File: config.mk
export PLATFORM = sky130hd
export DESIGN_NAME = usb_cdc_control_endpoint_responder_flat
export DESIGN_NICKNAME = d
export VERILOG_FILES = /design/src/hw/rtl/usbcdc_pkg.sv /design/src/hw/rtl/usbcdc_if.sv /design/src/hw/rtl/usbcdc_ctrl.sv /design/src/hw/rtl/usbcdc_dp.sv /design/src/hw/rtl/usb_cdc_control_endpoint_responder.sv /design/src/flat_wrapper.sv
export SDC_FILE = /design/constraint.sdc
export NUM_CORES = 1
export LEC_CHECK = 0
export ABC_AREA = 1
export BUFFER_PORTS_ARGS = -buffer_cell sky130_fd_sc_hd__buf_2
export CAP_MARGIN = 20
export CORE_MARGIN = 3
export CORE_UTILIZATION = 38
export DETAILED_ROUTE_END_ITERATION = 12
export PLACE_DENSITY = 0.63
export SKIP_CTS_REPAIR_TIMING = 1
export SLEW_MARGIN = 20
export SYNTH_ARGS = -nofsm -noshare
export SYNTH_HDL_FRONTEND = slang
export SYNTH_HIERARCHICAL = 1
export SYNTH_SLANG_ARGS = --single-unit
File: constraint.sdc
create_clock -name i_clk -period 9.9 [get_ports i_clk]
set_clock_uncertainty 0.15 [all_clocks]
set_input_delay 1.98 -clock i_clk [delete_from_list [all_inputs] [get_ports i_clk]]
set_output_delay 1.98 -clock i_clk [all_outputs]
set_load 0.01 [all_outputs]
File: src/hw/rtl/usbcdc_pkg.sv
// usbcdc_pkg: shared types, codes, descriptor rom and helpers for the ep0 responder
// no dependencies; compiled first
`default_nettype none

package usbcdc_pkg;

    localparam int MAX_PACKET   = 64;
    localparam int STRING_COUNT = 4;
    localparam int STRING_LIMIT = (STRING_COUNT < 4) ? STRING_COUNT : 4;

    localparam logic [1:0] KIND_BUS_RESET = 2'd0;
    localparam logic [1:0] KIND_SETUP     = 2'd1;
    localparam logic [1:0] KIND_IN_DONE   = 2'd2;

    localparam logic [1:0] GROUP_STANDARD = 2'd0;
    localparam logic [1:0] GROUP_CLASS    = 2'd1;

    localparam logic [7:0] REQ_SET_ADDRESS            = 8'h05;
    localparam logic [7:0] REQ_GET_DESCRIPTOR         = 8'h06;
    localparam logic [7:0] REQ_SET_CONFIGURATION      = 8'h09;
    localparam logic [7:0] REQ_SET_LINE_CODING        = 8'h20;
    localparam logic [7:0] REQ_GET_LINE_CODING        = 8'h21;
    localparam logic [7:0] REQ_SET_CONTROL_LINE_STATE = 8'h22;

    localparam logic [7:0] DESC_DEVICE    = 8'h01;
    localparam logic [7:0] DESC_CONFIG    = 8'h02;
    localparam logic [7:0] DESC_STRING    = 8'h03;
    localparam logic [7:0] DESC_QUALIFIER = 8'h06;

    localparam logic [2:0] SRC_DEVICE      = 3'd0;
    localparam logic [2:0] SRC_CONFIG      = 3'd1;
    localparam logic [2:0] SRC_QUALIFIER   = 3'd2;
    localparam logic [2:0] SRC_LINE_CODING = 3'd3;
    localparam logic [2:0] SRC_STRING0     = 3'd4;

    typedef enum logic [2:0] {
        ACT_DATA    = 3'd0,
        ACT_ZLP     = 3'd1,
        ACT_ACK     = 3'd2,
        ACT_STALL   = 3'd3,
        ACT_ADDRESS = 3'd4
    } t_action;

    typedef enum logic [1:0] {
        ST_IDLE,
        ST_START,
        ST_SINGLE,
        ST_STREAM
    } t_state;

    typedef enum logic [1:0] {
        NEXT_NONE,
        NEXT_SINGLE,
        NEXT_CHUNK
    } t_next;

    typedef struct packed {
        logic [1:0]  kind;
        logic [7:0]  request_type;
        logic [7:0]  request_code;
        logic [15:0] request_value;
        logic [15:0] request_length;
    } t_req;

    typedef struct packed {
        t_action     action;
        logic [7:0]  data_byte;
        logic        packet_end;
        logic        final_packet;
        logic [6:0]  device_address;
        logic        configured;
        logic        dtr_on;
        logic        last;
    } t_rsp;

    typedef struct packed {
        logic accept;
        logic chunk_setup;
        logic emit_single;
        logic emit_byte;
    } t_ctrl_cmd;

    typedef struct packed {
        t_next next_step;
        logic  chunk_empty;
        logic  chunk_last;
        logic  out_free;
    } t_dp_status;

    localparam int ROM_DEPTH = 152;
    localparam int ROM_AW    = $clog2(ROM_DEPTH);
    localparam logic [7:0] MP_BYTE = 8'(MAX_PACKET);

    // device, configuration, qualifier, line coding, strings 0..3
    localparam logic [7:0] DESC_ROM [ROM_DEPTH] = '{
        8'h12, 8'h01, 8'h10, 8'h01, 8'h02, 8'h00, 8'h00, MP_BYTE,
        8'h1C, 8'h1C, 8'h10, 8'h00, 8'h00, 8'h02, 8'h01, 8'h02, 8'h03, 8'h01,
        8'h09, 8'h02, 8'h43, 8'h00, 8'h02, 8'h01, 8'h00, 8'hC0, 8'h32,
        8'h09, 8'h04, 8'h00, 8'h00, 8'h01, 8'h02, 8'h02, 8'h01, 8'h00,
        8'h05, 8'h24, 8'h00, 8'h10, 8'h01,
        8'h05, 8'h24, 8'h01, 8'h00, 8'h01,
        8'h04, 8'h24, 8'h02, 8'h02,
        8'h05, 8'h24, 8'h06, 8'h00, 8'h01,
        8'h07, 8'h05, 8'h83, 8'h03, 8'h08, 8'h00, 8'hFF,
        8'h09, 8'h04, 8'h01, 8'h00, 8'h02, 8'h0A, 8'h00, 8'h00, 8'h00,
        8'h07, 8'h05, 8'h02, 8'h02, 8'h40, 8'h00, 8'h00,
        8'h07, 8'h05, 8'h81, 8'h02, 8'h40, 8'h00, 8'h00,
        8'h0A, 8'h06, 8'h00, 8'h02, 8'h02, 8'h00, 8'h00, MP_BYTE, 8'h01, 8'h00,
        8'h00, 8'hC2, 8'h01, 8'h00, 8'h00, 8'h00, 8'h08,
        8'h04, 8'h03, 8'h09, 8'h04,
        8'h14, 8'h03, 8'h46, 8'h00, 8'h72, 8'h00, 8'h65, 8'h00, 8'h65, 8'h00,
        8'h74, 8'h00, 8'h72, 8'h00, 8'h69, 8'h00, 8'h62, 8'h00, 8'h65, 8'h00,
        8'h10, 8'h03, 8'h43, 8'h00, 8'h44, 8'h00, 8'h43, 8'h00,
        8'h20, 8'h00, 8'h41, 8'h00, 8'h43, 8'h00, 8'h4D, 8'h00,
        8'h0A, 8'h03, 8'h31, 8'h00, 8'h32, 8'h00, 8'h33, 8'h00, 8'h34, 8'h00
    };

    localparam logic [ROM_AW-1:0] ROM_BASE [8] = '{
        ROM_AW'(0), ROM_AW'(18), ROM_AW'(85), ROM_AW'(95),
        ROM_AW'(102), ROM_AW'(106), ROM_AW'(126), ROM_AW'(142)
    };

    localparam logic [6:0] ROM_LEN [8] = '{
        7'd18, 7'd67, 7'd10, 7'd7, 7'd4, 7'd20, 7'd16, 7'd10
    };

    function automatic logic [7:0] rom_byte(input logic [2:0] sel, input logic [6:0] off);
        logic [ROM_AW-1:0] addr;
        logic [7:0]        data;
        addr = ROM_BASE[sel] + ROM_AW'(off);
        data = 8'h00;
        if (off < ROM_LEN[sel]) begin
            data = DESC_ROM[addr];
        end
        return data;
    endfunction

endpackage

`default_nettype wire

File: src/hw/rtl/usbcdc_if.sv
// usbcdc_req_if and usbcdc_rsp_if: valid/ready channels of the ep0 responder
// no dependencies
`default_nettype none

interface usbcdc_req_if;
    logic        valid;
    logic        ready;
    logic [1:0]  kind;
    logic [7:0]  request_type;
    logic [7:0]  request_code;
    logic [15:0] request_value;
    logic [15:0] request_length;

    modport source (
        output valid, kind, request_type, request_code, request_value, request_length,
        input  ready
    );
    modport sink (
        input  valid, kind, request_type, request_code, request_value, request_length,
        output ready
    );
endinterface

interface usbcdc_rsp_if;
    logic       valid;
    logic       ready;
    logic [2:0] action;
    logic [7:0] data_byte;
    logic       packet_end;
    logic       final_packet;
    logic [6:0] device_address;
    logic       configured;
    logic       dtr_on;
    logic       last;

    modport source (
        output valid, action, data_byte, packet_end, final_packet, device_address,
               configured, dtr_on, last,
        input  ready
    );
    modport sink (
        input  valid, action, data_byte, packet_end, final_packet, device_address,
               configured, dtr_on, last,
        output ready
    );
endinterface

`default_nettype wire

File: src/hw/rtl/usbcdc_ctrl.sv
// usbcdc_ctrl: sequencer of the ep0 responder (accept, chunk setup, emit)
// depends on usbcdc_pkg
`default_nettype none

module usbcdc_ctrl (
    input  logic                   i_clk,
    input  logic                   i_rst_n,
    input  logic                   i_in_valid,
    input  usbcdc_pkg::t_dp_status i_status,
    output logic                   o_in_ready,
    output usbcdc_pkg::t_ctrl_cmd  o_cmd
);
    import usbcdc_pkg::*;

    t_state r_state;
    t_state n_state;

    always_ff @(posedge i_clk) begin
        if (!i_rst_n) begin
            r_state <= ST_IDLE;
        end else begin
            r_state <= n_state;
        end
    end

    always_comb begin
        n_state    = r_state;
        o_in_ready = 1'b0;
        o_cmd      = '0;
        unique case (r_state)
            ST_IDLE: begin
                o_in_ready = 1'b1;
                if (i_in_valid) begin
                    o_cmd.accept = 1'b1;
                    unique case (i_status.next_step)
                        NEXT_SINGLE: n_state = ST_SINGLE;
                        NEXT_CHUNK:  n_state = ST_START;
                        default:     n_state = ST_IDLE;
                    endcase
                end
            end
            ST_START: begin
                o_cmd.chunk_setup = 1'b1;
                n_state = i_status.chunk_empty ? ST_SINGLE : ST_STREAM;
            end
            ST_SINGLE: begin
                if (i_status.out_free) begin
                    o_cmd.emit_single = 1'b1;
                    n_state = ST_IDLE;
                end
            end
            ST_STREAM: begin
                if (i_status.out_free) begin
                    o_cmd.emit_byte = 1'b1;
                    if (i_status.chunk_last) begin
                        n_state = ST_IDLE;
                    end
                end
            end
            default: n_state = ST_IDLE;
        endcase
    end

endmodule

`default_nettype wire

File: src/hw/rtl/usbcdc_dp.sv
// usbcdc_dp: request decode, endpoint state, descriptor rom read and output register
// depends on usbcdc_pkg
`default_nettype none

module usbcdc_dp (
    input  logic                   i_clk,
    input  logic                   i_rst_n,
    input  usbcdc_pkg::t_ctrl_cmd  i_cmd,
    input  usbcdc_pkg::t_req       i_req,
    input  logic                   i_rsp_ready,
    output usbcdc_pkg::t_dp_status o_status,
    output logic                   o_rsp_valid,
    output usbcdc_pkg::t_rsp       o_rsp
);
    import usbcdc_pkg::*;

    logic [2:0] r_sel,        n_sel;
    logic [6:0] r_offset,     n_offset;
    logic [6:0] r_remaining,  n_remaining;
    logic [6:0] r_pend_addr,  n_pend_addr;
    logic       r_addr_pending, n_addr_pending;
    logic       r_configured, n_configured;
    logic       r_dtr,        n_dtr;
    t_action    r_act,        n_act;
    logic [6:0] r_act_addr,   n_act_addr;
    logic       r_act_end,    n_act_end;
    logic [6:0] r_chunk_left, n_chunk_left;
    logic       r_fin,        n_fin;
    logic       r_out_valid,  n_out_valid;
    t_rsp       r_out,        n_out;

    logic [1:0] group;
    logic [7:0] desc_type;
    logic [7:0] desc_idx;
    logic       start_ok;
    logic [2:0] start_sel;
    logic [6:0] start_len;
    t_action    single_act;
    t_next      next_step;
    logic       byte_end;

    always_ff @(posedge i_clk) begin
        if (!i_rst_n) begin
            r_sel          <= '0;
            r_offset       <= '0;
            r_remaining    <= '0;
            r_pend_addr    <= '0;
            r_addr_pending <= 1'b0;
            r_configured   <= 1'b0;
            r_dtr          <= 1'b0;
            r_out_valid    <= 1'b0;
        end else begin
            r_sel          <= n_sel;
            r_offset       <= n_offset;
            r_remaining    <= n_remaining;
            r_pend_addr    <= n_pend_addr;
            r_addr_pending <= n_addr_pending;
            r_configured   <= n_configured;
            r_dtr          <= n_dtr;
            r_out_valid    <= n_out_valid;
        end
    end

    always_ff @(posedge i_clk) begin
        r_act        <= n_act;
        r_act_addr   <= n_act_addr;
        r_act_end    <= n_act_end;
        r_chunk_left <= n_chunk_left;
        r_fin        <= n_fin;
        r_out        <= n_out;
    end

    // request decode
    always_comb begin
        group      = i_req.request_type[6:5];
        desc_type  = i_req.request_value[15:8];
        desc_idx   = i_req.request_value[7:0];
        start_ok   = 1'b0;
        start_sel  = SRC_DEVICE;
        single_act = ACT_STALL;
        if (group == GROUP_STANDARD && i_req.request_code == REQ_GET_DESCRIPTOR) begin
            case (desc_type)
                DESC_DEVICE: begin
                    start_ok  = 1'b1;
                    start_sel = SRC_DEVICE;
                end
                DESC_CONFIG: begin
                    start_ok  = 1'b1;
                    start_sel = SRC_CONFIG;
                end
                DESC_QUALIFIER: begin
                    start_ok  = 1'b1;
                    start_sel = SRC_QUALIFIER;
                end
                DESC_STRING: begin
                    if (desc_idx < 8'(STRING_LIMIT)) begin
                        start_ok  = 1'b1;
                        start_sel = SRC_STRING0 + desc_idx[2:0];
                    end
                end
                default: start_ok = 1'b0;
            endcase
        end else if (group == GROUP_STANDARD && i_req.request_code == REQ_SET_ADDRESS) begin
            single_act = ACT_ACK;
        end else if (group == GROUP_STANDARD
                     && i_req.request_code == REQ_SET_CONFIGURATION) begin
            single_act = ACT_ACK;
        end else if (group == GROUP_CLASS && i_req.request_code == REQ_GET_LINE_CODING) begin
            start_ok  = 1'b1;
            start_sel = SRC_LINE_CODING;
        end else if (group == GROUP_CLASS
                     && (i_req.request_code == REQ_SET_LINE_CODING
                         || i_req.request_code == REQ_SET_CONTROL_LINE_STATE)) begin
            single_act = ACT_ACK;
        end
        start_len = ({9'd0, ROM_LEN[start_sel]} > i_req.request_length)
                    ? i_req.request_length[6:0] : ROM_LEN[start_sel];
    end

    always_comb begin
        next_step = NEXT_NONE;
        case (i_req.kind)
            KIND_BUS_RESET: next_step = NEXT_SINGLE;
            KIND_SETUP:     next_step = start_ok ? NEXT_CHUNK : NEXT_SINGLE;
            KIND_IN_DONE: begin
                if (r_remaining != 7'd0) begin
                    next_step = NEXT_CHUNK;
                end else if (r_addr_pending) begin
                    next_step = NEXT_SINGLE;
                end
            end
            default: next_step = NEXT_NONE;
        endcase
    end

    // state update
    always_comb begin
        n_sel          = r_sel;
        n_offset       = r_offset;
        n_remaining    = r_remaining;
        n_pend_addr    = r_pend_addr;
        n_addr_pending = r_addr_pending;
        n_configured   = r_configured;
        n_dtr          = r_dtr;
        n_act          = r_act;
        n_act_addr     = r_act_addr;
        n_act_end      = r_act_end;
        n_chunk_left   = r_chunk_left;
        n_fin          = r_fin;
        if (i_cmd.accept) begin
            case (i_req.kind)
                KIND_BUS_RESET: begin
                    n_pend_addr    = '0;
                    n_addr_pending = 1'b0;
                    n_configured   = 1'b0;
                    n_act          = ACT_ADDRESS;
                    n_act_addr     = '0;
                    n_act_end      = 1'b0;
                end
                KIND_SETUP: begin
                    n_remaining = '0;
                    n_offset    = '0;
                    n_act       = single_act;
                    n_act_addr  = '0;
                    n_act_end   = 1'b0;
                    if (start_ok) begin
                        n_sel       = start_sel;
                        n_remaining = start_len;
                    end else if (single_act == ACT_ACK) begin
                        if (group == GROUP_STANDARD
                            && i_req.request_code == REQ_SET_ADDRESS) begin
                            n_pend_addr    = i_req.request_value[6:0];
                            n_addr_pending = 1'b1;
                        end else if (group == GROUP_STANDARD) begin
                            n_configured = 1'b1;
                        end else begin
                            n_dtr = i_req.request_value[0];
                        end
                    end
                end
                KIND_IN_DONE: begin
                    if (r_remaining == 7'd0 && r_addr_pending) begin
                        n_act          = ACT_ADDRESS;
                        n_act_addr     = r_pend_addr;
                        n_act_end      = 1'b0;
                        n_addr_pending = 1'b0;
                    end
                end
                default: n_act = r_act;
            endcase
        end
        if (i_cmd.chunk_setup) begin
            if (r_remaining == 7'd0) begin
                n_act      = ACT_ZLP;
                n_act_addr = '0;
                n_act_end  = 1'b1;
            end else begin
                n_chunk_left = (r_remaining > 7'(MAX_PACKET)) ? 7'(MAX_PACKET) : r_remaining;
                n_fin        = (r_remaining <= 7'(MAX_PACKET));
            end
        end
        if (i_cmd.emit_byte) begin
            n_offset     = r_offset + 7'd1;
            n_remaining  = r_remaining - 7'd1;
            n_chunk_left = r_chunk_left - 7'd1;
        end
    end

    // output register
    always_comb begin
        byte_end    = (r_chunk_left == 7'd1);
        n_out_valid = r_out_valid;
        n_out       = r_out;
        if (i_cmd.emit_single) begin
            n_out_valid          = 1'b1;
            n_out.action         = r_act;
            n_out.data_byte      = 8'h00;
            n_out.packet_end     = r_act_end;
            n_out.final_packet   = r_act_end;
            n_out.device_address = r_act_addr;
            n_out.configured     = r_configured;
            n_out.dtr_on         = r_dtr;
            n_out.last           = 1'b1;
        end else if (i_cmd.emit_byte) begin
            n_out_valid          = 1'b1;
            n_out.action         = ACT_DATA;
            n_out.data_byte      = rom_byte(r_sel, r_offset);
            n_out.packet_end     = byte_end;
            n_out.final_packet   = byte_end & r_fin;
            n_out.device_address = '0;
            n_out.configured     = r_configured;
            n_out.dtr_on         = r_dtr;
            n_out.last           = byte_end;
        end else if (i_rsp_ready) begin
            n_out_valid = 1'b0;
        end
    end

    assign o_status.next_step   = next_step;
    assign o_status.chunk_empty = (r_remaining == 7'd0);
    assign o_status.chunk_last  = (r_chunk_left == 7'd1);
    assign o_status.out_free    = !r_out_valid || i_rsp_ready;
    assign o_rsp_valid          = r_out_valid;
    assign o_rsp                = r_out;

endmodule

`default_nettype wire

File: src/hw/rtl/usb_cdc_control_endpoint_responder.sv
// usb_cdc_control_endpoint_responder: ep0 responder top level for a cdc acm function
// depends on usbcdc_pkg, usbcdc_if, usbcdc_ctrl, usbcdc_dp
//
//  channel  dir  contents
//  i_req    in   event kind, bmRequestType, bRequest, wValue, wLength
//  o_rsp    out  action, data byte, packet end/final, address, configured, dtr, last
//
// each event is taken in an accept step, then a chunk setup step follows when data or a
// zero-length packet goes out, then one result byte per cycle (up to 64 per packet) is read
// from the descriptor rom while o_rsp is not stalled; ack, stall, address and zlp results
// are emitted from ST_SINGLE; reset is synchronous and clears the endpoint state and the
// output valid flag; a stalled o_rsp holds the rom stream; the next event is taken while
// the last result still waits in the output register
`default_nettype none

module usb_cdc_control_endpoint_responder (
    input  logic                i_clk,
    input  logic                i_rst_n,
    usbcdc_req_if.sink          i_req,
    usbcdc_rsp_if.source        o_rsp
);
    import usbcdc_pkg::*;

    t_req       req;
    t_rsp       rsp;
    t_ctrl_cmd  cmd;
    t_dp_status status;
    logic       in_ready;
    logic       rsp_valid;

    assign req.kind           = i_req.kind;
    assign req.request_type   = i_req.request_type;
    assign req.request_code   = i_req.request_code;
    assign req.request_value  = i_req.request_value;
    assign req.request_length = i_req.request_length;

    usbcdc_ctrl u_ctrl (
        .i_clk      (i_clk),
        .i_rst_n    (i_rst_n),
        .i_in_valid (i_req.valid),
        .i_status   (status),
        .o_in_ready (in_ready),
        .o_cmd      (cmd)
    );

    usbcdc_dp u_dp (
        .i_clk       (i_clk),
        .i_rst_n     (i_rst_n),
        .i_cmd       (cmd),
        .i_req       (req),
        .i_rsp_ready (o_rsp.ready),
        .o_status    (status),
        .o_rsp_valid (rsp_valid),
        .o_rsp       (rsp)
    );

    assign i_req.ready          = in_ready;
    assign o_rsp.valid          = rsp_valid;
    assign o_rsp.action         = rsp.action;
    assign o_rsp.data_byte      = rsp.data_byte;
    assign o_rsp.packet_end     = rsp.packet_end;
    assign o_rsp.final_packet   = rsp.final_packet;
    assign o_rsp.device_address = rsp.device_address;
    assign o_rsp.configured     = rsp.configured;
    assign o_rsp.dtr_on         = rsp.dtr_on;
    assign o_rsp.last           = rsp.last;

    a_final_closes_packet: assert property (@(posedge i_clk) disable iff (!i_rst_n)
        o_rsp.valid && o_rsp.final_packet |-> o_rsp.packet_end)
        else $error("final packet flag without packet end");

    a_single_is_last: assert property (@(posedge i_clk) disable iff (!i_rst_n)
        o_rsp.valid && o_rsp.action != ACT_DATA |-> o_rsp.last)
        else $error("non-data result not marked last");

    a_mid_packet_not_last: assert property (@(posedge i_clk) disable iff (!i_rst_n)
        o_rsp.valid && o_rsp.action == ACT_DATA && !o_rsp.packet_end |-> !o_rsp.last)
        else $error("last marked inside an in packet");

    a_no_accept_mid_stream: assert property (@(posedge i_clk) disable iff (!i_rst_n)
        cmd.emit_byte && !status.chunk_last |=> !i_req.ready)
        else $error("event taken while a packet is still streaming");

endmodule

`default_nettype wire

File: src/flat_wrapper.sv
// flat-port wrapper written by rule: the top's interface ports become plain ports
module usb_cdc_control_endpoint_responder_flat import usbcdc_pkg::*;
  (i_clk, i_rst_n, i_req_valid, i_req_kind, i_req_request_type, i_req_request_code, i_req_request_value, i_req_request_length, i_req_ready, o_rsp_valid, o_rsp_action, o_rsp_data_byte, o_rsp_packet_end, o_rsp_final_packet, o_rsp_device_address, o_rsp_configured, o_rsp_dtr_on, o_rsp_last, o_rsp_ready);
  usbcdc_req_if i_req_i ();
  usbcdc_rsp_if o_rsp_i ();
  input  logic i_clk;
  input  logic i_rst_n;
  input wire logic [$bits(i_req_i.valid)-1:0] i_req_valid;
  input wire logic [$bits(i_req_i.kind)-1:0] i_req_kind;
  input wire logic [$bits(i_req_i.request_type)-1:0] i_req_request_type;
  input wire logic [$bits(i_req_i.request_code)-1:0] i_req_request_code;
  input wire logic [$bits(i_req_i.request_value)-1:0] i_req_request_value;
  input wire logic [$bits(i_req_i.request_length)-1:0] i_req_request_length;
  output wire logic [$bits(i_req_i.ready)-1:0] i_req_ready;
  output wire logic [$bits(o_rsp_i.valid)-1:0] o_rsp_valid;
  output wire logic [$bits(o_rsp_i.action)-1:0] o_rsp_action;
  output wire logic [$bits(o_rsp_i.data_byte)-1:0] o_rsp_data_byte;
  output wire logic [$bits(o_rsp_i.packet_end)-1:0] o_rsp_packet_end;
  output wire logic [$bits(o_rsp_i.final_packet)-1:0] o_rsp_final_packet;
  output wire logic [$bits(o_rsp_i.device_address)-1:0] o_rsp_device_address;
  output wire logic [$bits(o_rsp_i.configured)-1:0] o_rsp_configured;
  output wire logic [$bits(o_rsp_i.dtr_on)-1:0] o_rsp_dtr_on;
  output wire logic [$bits(o_rsp_i.last)-1:0] o_rsp_last;
  input wire logic [$bits(o_rsp_i.ready)-1:0] o_rsp_ready;
  assign i_req_i.valid = i_req_valid;
  assign i_req_i.kind = i_req_kind;
  assign i_req_i.request_type = i_req_request_type;
  assign i_req_i.request_code = i_req_request_code;
  assign i_req_i.request_value = i_req_request_value;
  assign i_req_i.request_length = i_req_request_length;
  assign i_req_ready = i_req_i.ready;
  assign o_rsp_valid = o_rsp_i.valid;
  assign o_rsp_action = o_rsp_i.action;
  assign o_rsp_data_byte = o_rsp_i.data_byte;
  assign o_rsp_packet_end = o_rsp_i.packet_end;
  assign o_rsp_final_packet = o_rsp_i.final_packet;
  assign o_rsp_device_address = o_rsp_i.device_address;
  assign o_rsp_configured = o_rsp_i.configured;
  assign o_rsp_dtr_on = o_rsp_i.dtr_on;
  assign o_rsp_last = o_rsp_i.last;
  assign o_rsp_i.ready = o_rsp_ready;
  usb_cdc_control_endpoint_responder u_core (.i_clk(i_clk), .i_rst_n(i_rst_n), .i_req(i_req_i), .o_rsp(o_rsp_i));
endmodule
; ---- Yosys cells after proc, flatten, opt, wreduce, memory -nomap -nowiden
; Memories as Yosys holds them, arrays and structs flattened.
; Index checks and enable logic that the tools add are counted.
[word_totals]
ff_bits = 72
romBits = 2224
out_inout_bits = 25
word_cells = 200
n_memories = 4
[classes]
n_addsub = 5
magnitude_cmp = 8
eq_ne = 31
mux = 90
bitwise_logic = 8
n_reduce_logical = 32
[mem_list]
columns = name, depth, width, read_ports, rd_clocked_by_memory_dff, write_ports, line
row1 = (name not given), 256, 8, 1, 0, 0, usbcdc_pkg.sv:133  ; data = DESC_ROM[addr];
row2 = (name not given), 8, 8, 1, 0, 0, usbcdc_pkg.sv:130  ; addr = ROM_BASE[sel] + ROM_AW'(off);
row3 = (name not given), 8, 7, 1, 0, 0, usbcdc_pkg.sv:132  ; if (off < ROM_LEN[sel]) begin
row4 = (name not given), 8, 7, 1, 0, 0, usbcdc_dp.sv:117  ; ? i_req.request_length[6:0] : ROM_LEN[start_sel];
[ops]
columns = cell, count
row1 = two-way mux 7 bit, 23
row2 = two-way mux 23 bit, 2
row3 = two-way mux 8 bit, 5
row4 = two-way mux 1 bit, 34
row5 = one-hot mux 7 bit (2 select lines), 2
row6 = "== test 8 x 3 -> 1 bit, second input constant", 3
row7 = "== test 8 x 6 -> 1 bit, second input constant", 3
row8 = two-way mux 2 bit, 9
row9 = two-way mux 3 bit, 6
row10 = one-hot mux 3 bit (3 select lines), 2
row11 = AND reduction 6 bit, 3
row12 = "== test 8 x 2 -> 1 bit, second input constant", 2
row13 = greater-than comparator 7 x 16 -> 1 bit, 1
row14 = "inequality test 2 bit, second input constant", 8
row15 = "subtractor 7 x 1 -> 7 bit, second input constant", 2
row16 = nonzero test 2 bit, 5
row17 = ">= comparator 9 bit, second input constant", 1
row18 = inverter 8 -> 9 bit, 1
row19 = adder 8 x 7 -> 8 bit, 1
row20 = "== test 2 x 1 -> 1 bit, second input constant", 4
row21 = "== test 2 bit, second input constant", 4
row22 = "== test 8 x 1 -> 1 bit, second input constant", 1
row23 = "== test 8 x 4 -> 1 bit, second input constant", 1
row24 = ">= comparator 4 bit, second input constant", 2
row25 = 30 further kinds, 49

; ---- Depth between registers and ports, before layout
[depth]
ltp_word = 16
depth_mapped = 24
ltp_nobuf = 24

; ---- By module
; The synthesis kept the hierarchy.
[modules_own_cells]
columns = mod, n_inst, cells_each, area_per_inst_um2, seq_area_each_um2
row1 = usbcdc_dp, 1, 892, 5791.8, 1621.6
row2 = usbcdc_ctrl, 1, 27, 155.1, 40.0

; ---- Least setup slack after synthesis
; No wires, ideal clock.
[synth_timing]
path_type = input port to flip-flop
startpoint = in i_req_request_value[13]
endpoint = reg u_core.u_dp.r_remaining[3]
setup_ps = 109
arrival_time_ps = 4462
path_slack_ps = 5179
stages = 24
path_cell_list = inv_1 > nand3_1 > inv_1 > nand3_1 > a21oi_1 > a21boi_0 > inv_1 > ha_1 > inv_1 > nand2_1 > o21ai_1 > inv_1 > ha_1 > nand2_1 > o21ai_0 > nand2_1 > nand3_1 > nand2_1 > inv_1 > nand2_1 > nand3_1 > nand3_1 > nand2_1 > inv_1
[synth_between]
elab_chain_cells = 13
word_cells_on_any_way = 19
cone_classes = order compare: 1 / eq/ne: 4 / mux: 11 / bitwise: 1 / reduce/logical: 1 / memory: 1
[synth_rtl]
columns = element, line
row1 = start: declaration, flat_wrapper.sv:12  ; input wire logic [$bits(i_req_i.request_value)-1:0] i_req_request_value;
row2 = == test 8 x 2 -> 1 bit / == test 8 x 3 -> 1 bit (equally long branches), usbcdc_dp.sv:82  ; case (desc_type)
row3 = one-hot mux 3 bit (3 select lines) *, usbcdc_dp.sv:82
row4 = two-way mux 3 bit *, usbcdc_dp.sv:81  ; if (group == GROUP_STANDARD && i_req.request_code == REQ_GET_DESCRIPTOR) begin
row5 = named net u_core.u_dp.start_sel[1], usbcdc_dp.sv:36  ; logic [2:0] start_sel;
row6 = inverter 3 -> 4 bit (implied by the code) *, "usbcdc_dp.sv:116, usbcdc_dp.sv:117"
row7 = memory read (8 x 7 bit) *, --
row8 = two-way mux 7 bit (implied by the code) * (2 in a row), usbcdc_dp.sv:117
row9 = greater-than comparator 7 x 16 -> 1 bit, usbcdc_dp.sv:116  ; start_len = ({9'd0, ROM_LEN[start_sel]} > i_req.request_length)
row10 = two-way mux 7 bit *, usbcdc_dp.sv:117
row11 = two-way mux 7 bit *, usbcdc_dp.sv:166  ; if (start_ok) begin
row12 = two-way mux 7 bit *, usbcdc_dp.sv:151  ; case (i_req.kind)
row13 = two-way mux 7 bit *, usbcdc_dp.sv:150  ; if (i_cmd.accept) begin
row14 = two-way mux 7 bit *, usbcdc_dp.sv:202  ; if (i_cmd.emit_byte) begin
row15 = end signal: assignment, usbcdc_dp.sv:55  ; r_remaining <= n_remaining;
row16 = end: declaration, usbcdc_dp.sv:19  ; logic [6:0] r_remaining, n_remaining;
; Mark *: on every way through the listed nets, which the timed path passes. The rest lies on a longest branch. The select of a mux whose other input is x is not followed.
; A chain may end at the register's enable or synchronous reset.

; ---- Worst setup path after layout
[layout_timing]
startpoint = in i_req_request_value[10]
endpoint = reg u_core.u_dp.r_remaining[3]
; The elaborated chain is that of the path after synthesis.

==> impl_metrics.env <==
export IMPL_routed_wl_um=15400
export IMPL_die_w_um=131
export IMPL_clock_latency_ps=340
export IMPL_cts_buffer_depth=2
export IMPL_switching_share_pct=24.4
export IMPL_synth_top_cells_by_area="dfxtp_1 (17%), nand2_1 (15%), edfxtp_1 (11%)"
export IMPL_whs_path_depth=2
export IMPL_hp_class="flop to flop"
export IMPL_power_density_nw_per_um2=114
export IMPL_drcViolationCount=0
export IMPL_irDropWorstVdd_mv=0.0746
export IMPL_syn_num_nets=1013
export IMPL_htree_levels=3
export IMPL_yosysWarningCount=6
export IMPL_postRouteAntennaNets=0
export IMPL_hold_viol_final=0
export IMPL_cts_root_buf="clkbuf_16"
export IMPL_whs_endpoint="u_core/u_dp/r_act_end"
export IMPL_critPathMaxFanout=7
export IMPL_regToRegStartpoint="u_core/u_dp/r_sel[1]"
export IMPL_grt_max_degree=34
export IMPL_intPower_uw=583
export IMPL_crit_arrival_ps=5020
export IMPL_seq_area_um2=1660
export IMPL_grt_pass1_vias=5406
export IMPL_ff2ff_path_depth=19
export IMPL_worstHoldStart="u_core/u_dp/r_act_end"
export IMPL_syn2layout_area_growth_pct=13.3
export IMPL_dp_hpwl_um=11600
export IMPL_vias_per_cell=5.03
export IMPL_combinationalPowerShare_pct=10.1
export IMPL_gp_routability_congestion=0.915
export IMPL_ff2ff_setup_slack_ps=6500
export IMPL_worst_pin_slew_ps=971
export IMPL_fin_cells=1191
export IMPL_status="complete, no violations"
export IMPL_cts_tree="built"
export IMPL_worstReg2RegEnd="u_core/u_dp/o_rsp[14]"
export IMPL_drtPass1Iterations=5
export IMPL_boundaryPins=79
export IMPL_drive_above_1_share_pct=13.7
export IMPL_p_clk_share_pct=47.5
export IMPL_cp_startpoint="i_req_request_value[10]"
export IMPL_final_setup_tns_ps=0
export IMPL_start_kind="input port"
export IMPL_gr_total_overflow=0
export IMPL_p_leak_uw=0.00328
export IMPL_endpoint_kind="flop"
export IMPL_synth_common_cells="nand2_1 (245), inv_1 (116), nand3_1 (113), nor2_1 (74), a21oi_1 (57)"
export IMPL_antenna_cells=0
export IMPL_initial_core_util_pct=39.0
export IMPL_grt_pass1_wl_um=25700
export IMPL_yosysSeqAreaShare_pct=27.9
export IMPL_antenna_found_initial=0
export IMPL_clkSlewWorstSetupHoldPaths_ps=60
export IMPL_synth_seq_cells=72
export IMPL_num_vias=5987
export IMPL_post_route_util_pct=44.1
export IMPL_crit_required_ps=9980
export IMPL_cts_inserted_buffers=9
export IMPL_synth_largest_area_cell="dfxtp_1"
export IMPL_rsz0062_at_grt="false"
export IMPL_async_reset_ff_share_pct=0
export IMPL_yosys_area_top_type_share_pct=16.8
export IMPL_finalNetCount=1069
export IMPL_synth_ff_type="dfxtp_1"
export IMPL_fillers=1616
export IMPL_synth_edf_count=22
export IMPL_syn_area_per_cell_um2=6.47
export IMPL_syn_area_um2=5950
export IMPL_drtIter0Drc=448
export IMPL_min_period_over_period_pct=49.9
export IMPL_sequentialPowerShare_pct=42.5
export IMPL_fp_dieH_um=131
export IMPL_row_count=45
export IMPL_wire_per_inst_um=12.9
export IMPL_setup_viol=0
export IMPL_yosysMostFrequentCell="nand2_1"
export IMPL_maxCapViolCount=0
export IMPL_relSlewSlack_pct=35.1
export IMPL_fp_coreArea_um2=15300
export IMPL_clock_sinks=72
export IMPL_yosysUniqueCellTypes=47
export IMPL_synthCells=919
export IMPL_grt_util_all_layers_pct=17.6
export IMPL_power_switching_uw=188
export IMPL_die_area_um2=17200
export IMPL_dp_cells=1175
export IMPL_drv_slew=0
export IMPL_portBuffers=72
export IMPL_fin_crit_ps=4940
export IMPL_fmax_mhz=203
export IMPL_multi_input_comb_area_um2=3620
export IMPL_setup_worst_path_class="input port to flop"
## cells by family after synthesis
family                   after synthesis  synth area share, %
AND/OR/NAND/NOR                      508                 38.9
buffers and inverters                156                 11.3
AO/OA/AOI/OAI                        138                 12.6
flip-flops                            72                 27.9
adder cells (fa/ha/maj)               40                 8.54
XOR/XNOR                               4                0.589
multiplexers                           1                0.168
## through the flow
stage	power [uW]	area [um2]	hold WS [ps]	setup WS, ps
after floorplan	381	5950	269	5180
after global placement	411	6400	282	4600
after detailed placement	412	6400	285	4610
after CTS	780	6740	298	4960
after global routing	804	6740	327	4600
final	771	6740	296	4960
## placed cells by master, fill, tap and decap left out, drive strengths merged, types with 3 or more instances in the layout
cell / instances
inv: 127
nand2: 260
buf: 74
clkbuf: 11
dfxtp: 50
a211oi: 3
a31oi: 3
nor3: 11
o211ai: 4
a21oi: 58
o21ai: 55
edfxtp: 22
nand3b: 6
nand3: 119
o31ai: 3
nor2: 85
clkinv: 3
nand4: 22
ha: 39
o22ai: 6
## per-layer routing
| metal | global-route usage (%) | routed length, um |
|---|---|---|
| met3 | 3.10 | 813 |
| met1 | 23.7 | 7280 |
| met4 | 5.72 | 222 |
| met5 | 0 | 0 |
| met2 | 28.7 | 7110 |
## sequential cells by signal, indices dropped and copies added, names as in the netlist
name and count:
u_core/u_dp/r_sel 3, u_core/u_dp/r_fin 1, u_core/u_dp/r_configured 1, u_core/u_dp/r_act_end 1, u_core/u_dp/o_rsp 23, u_core/u_dp/r_offset 7
u_core/u_dp/r_chunk_left 7, u_core/u_ctrl/r_state 2, u_core/u_dp/r_remaining 7, u_core/u_dp/r_addr_pending 1, u_core/u_dp/r_pend_addr 7, u_core/u_dp/o_rsp_valid 1
u_core/u_dp/r_dtr 1, u_core/u_dp/r_act 3, u_core/u_dp/r_act_addr 7
## how the worst max path moves through the flow
stage / endpoint / slack (ps) / depth (start not counted)
2_1_floorplan: u_core/u_dp/r_remaining[3] / 5180 / 24
3_3_place_gp: u_core/u_dp/r_remaining[3] / 4600 / 24
3_5_place_dp: u_core/u_dp/r_remaining[3] / 4610 / 24
4_1_cts: u_core/u_dp/r_remaining[3] / 4960 / 24
5_1_grt: u_core/u_dp/r_remaining[3] / 4600 / 24
6_report: u_core/u_dp/r_remaining[3] / 4960 / 24
## critical path, cell delays in order
cell and delay (ps):
buf_2 120, nor2_2 140, nand3_1 100, nor2_2 200, inv_1 60, a21oi_1 220
nand2_1 100, nand2_1 150, inv_1 80, ha_1 190, o21ai_1 170, inv_1 60
ha_1 300, nand2_1 70, o21ai_0 240, nand2_1 80, nand3_1 70, nand2_1 150
inv_1 190, nand2_1 70, nand3_1 100, nand3_1 70, nand2_1 70, inv_1 30
## power by group through the flow
stage / Sequential, uW / Combinational (uW) / Clock (uW)
5_1_grt: 329 / 89.0 / 386
4_1_cts: 327 / 78.3 / 374
3_3_place_gp: 334 / 76.9 / 0
2_1_floorplan: 333 / 47.8 / 0
6_report: 328 / 77.5 / 366
3_5_place_dp: 334 / 78.0 / 0
## layout make-up
| class | instances | area share (%) |
|---|---|---|
| flip-flops and latches | 72 | 24.7 |
| well taps | 211 | 3.92 |
| repair buffers | 74 | 5.57 |
| multi-input cells | 691 | 53.7 |
| clock buffers | 11 | 3.77 |
| clock inverters | 5 | 1.28 |
| inverters | 127 | 7.11 |
No activity file was read; power rests on OpenSTA's default activity.
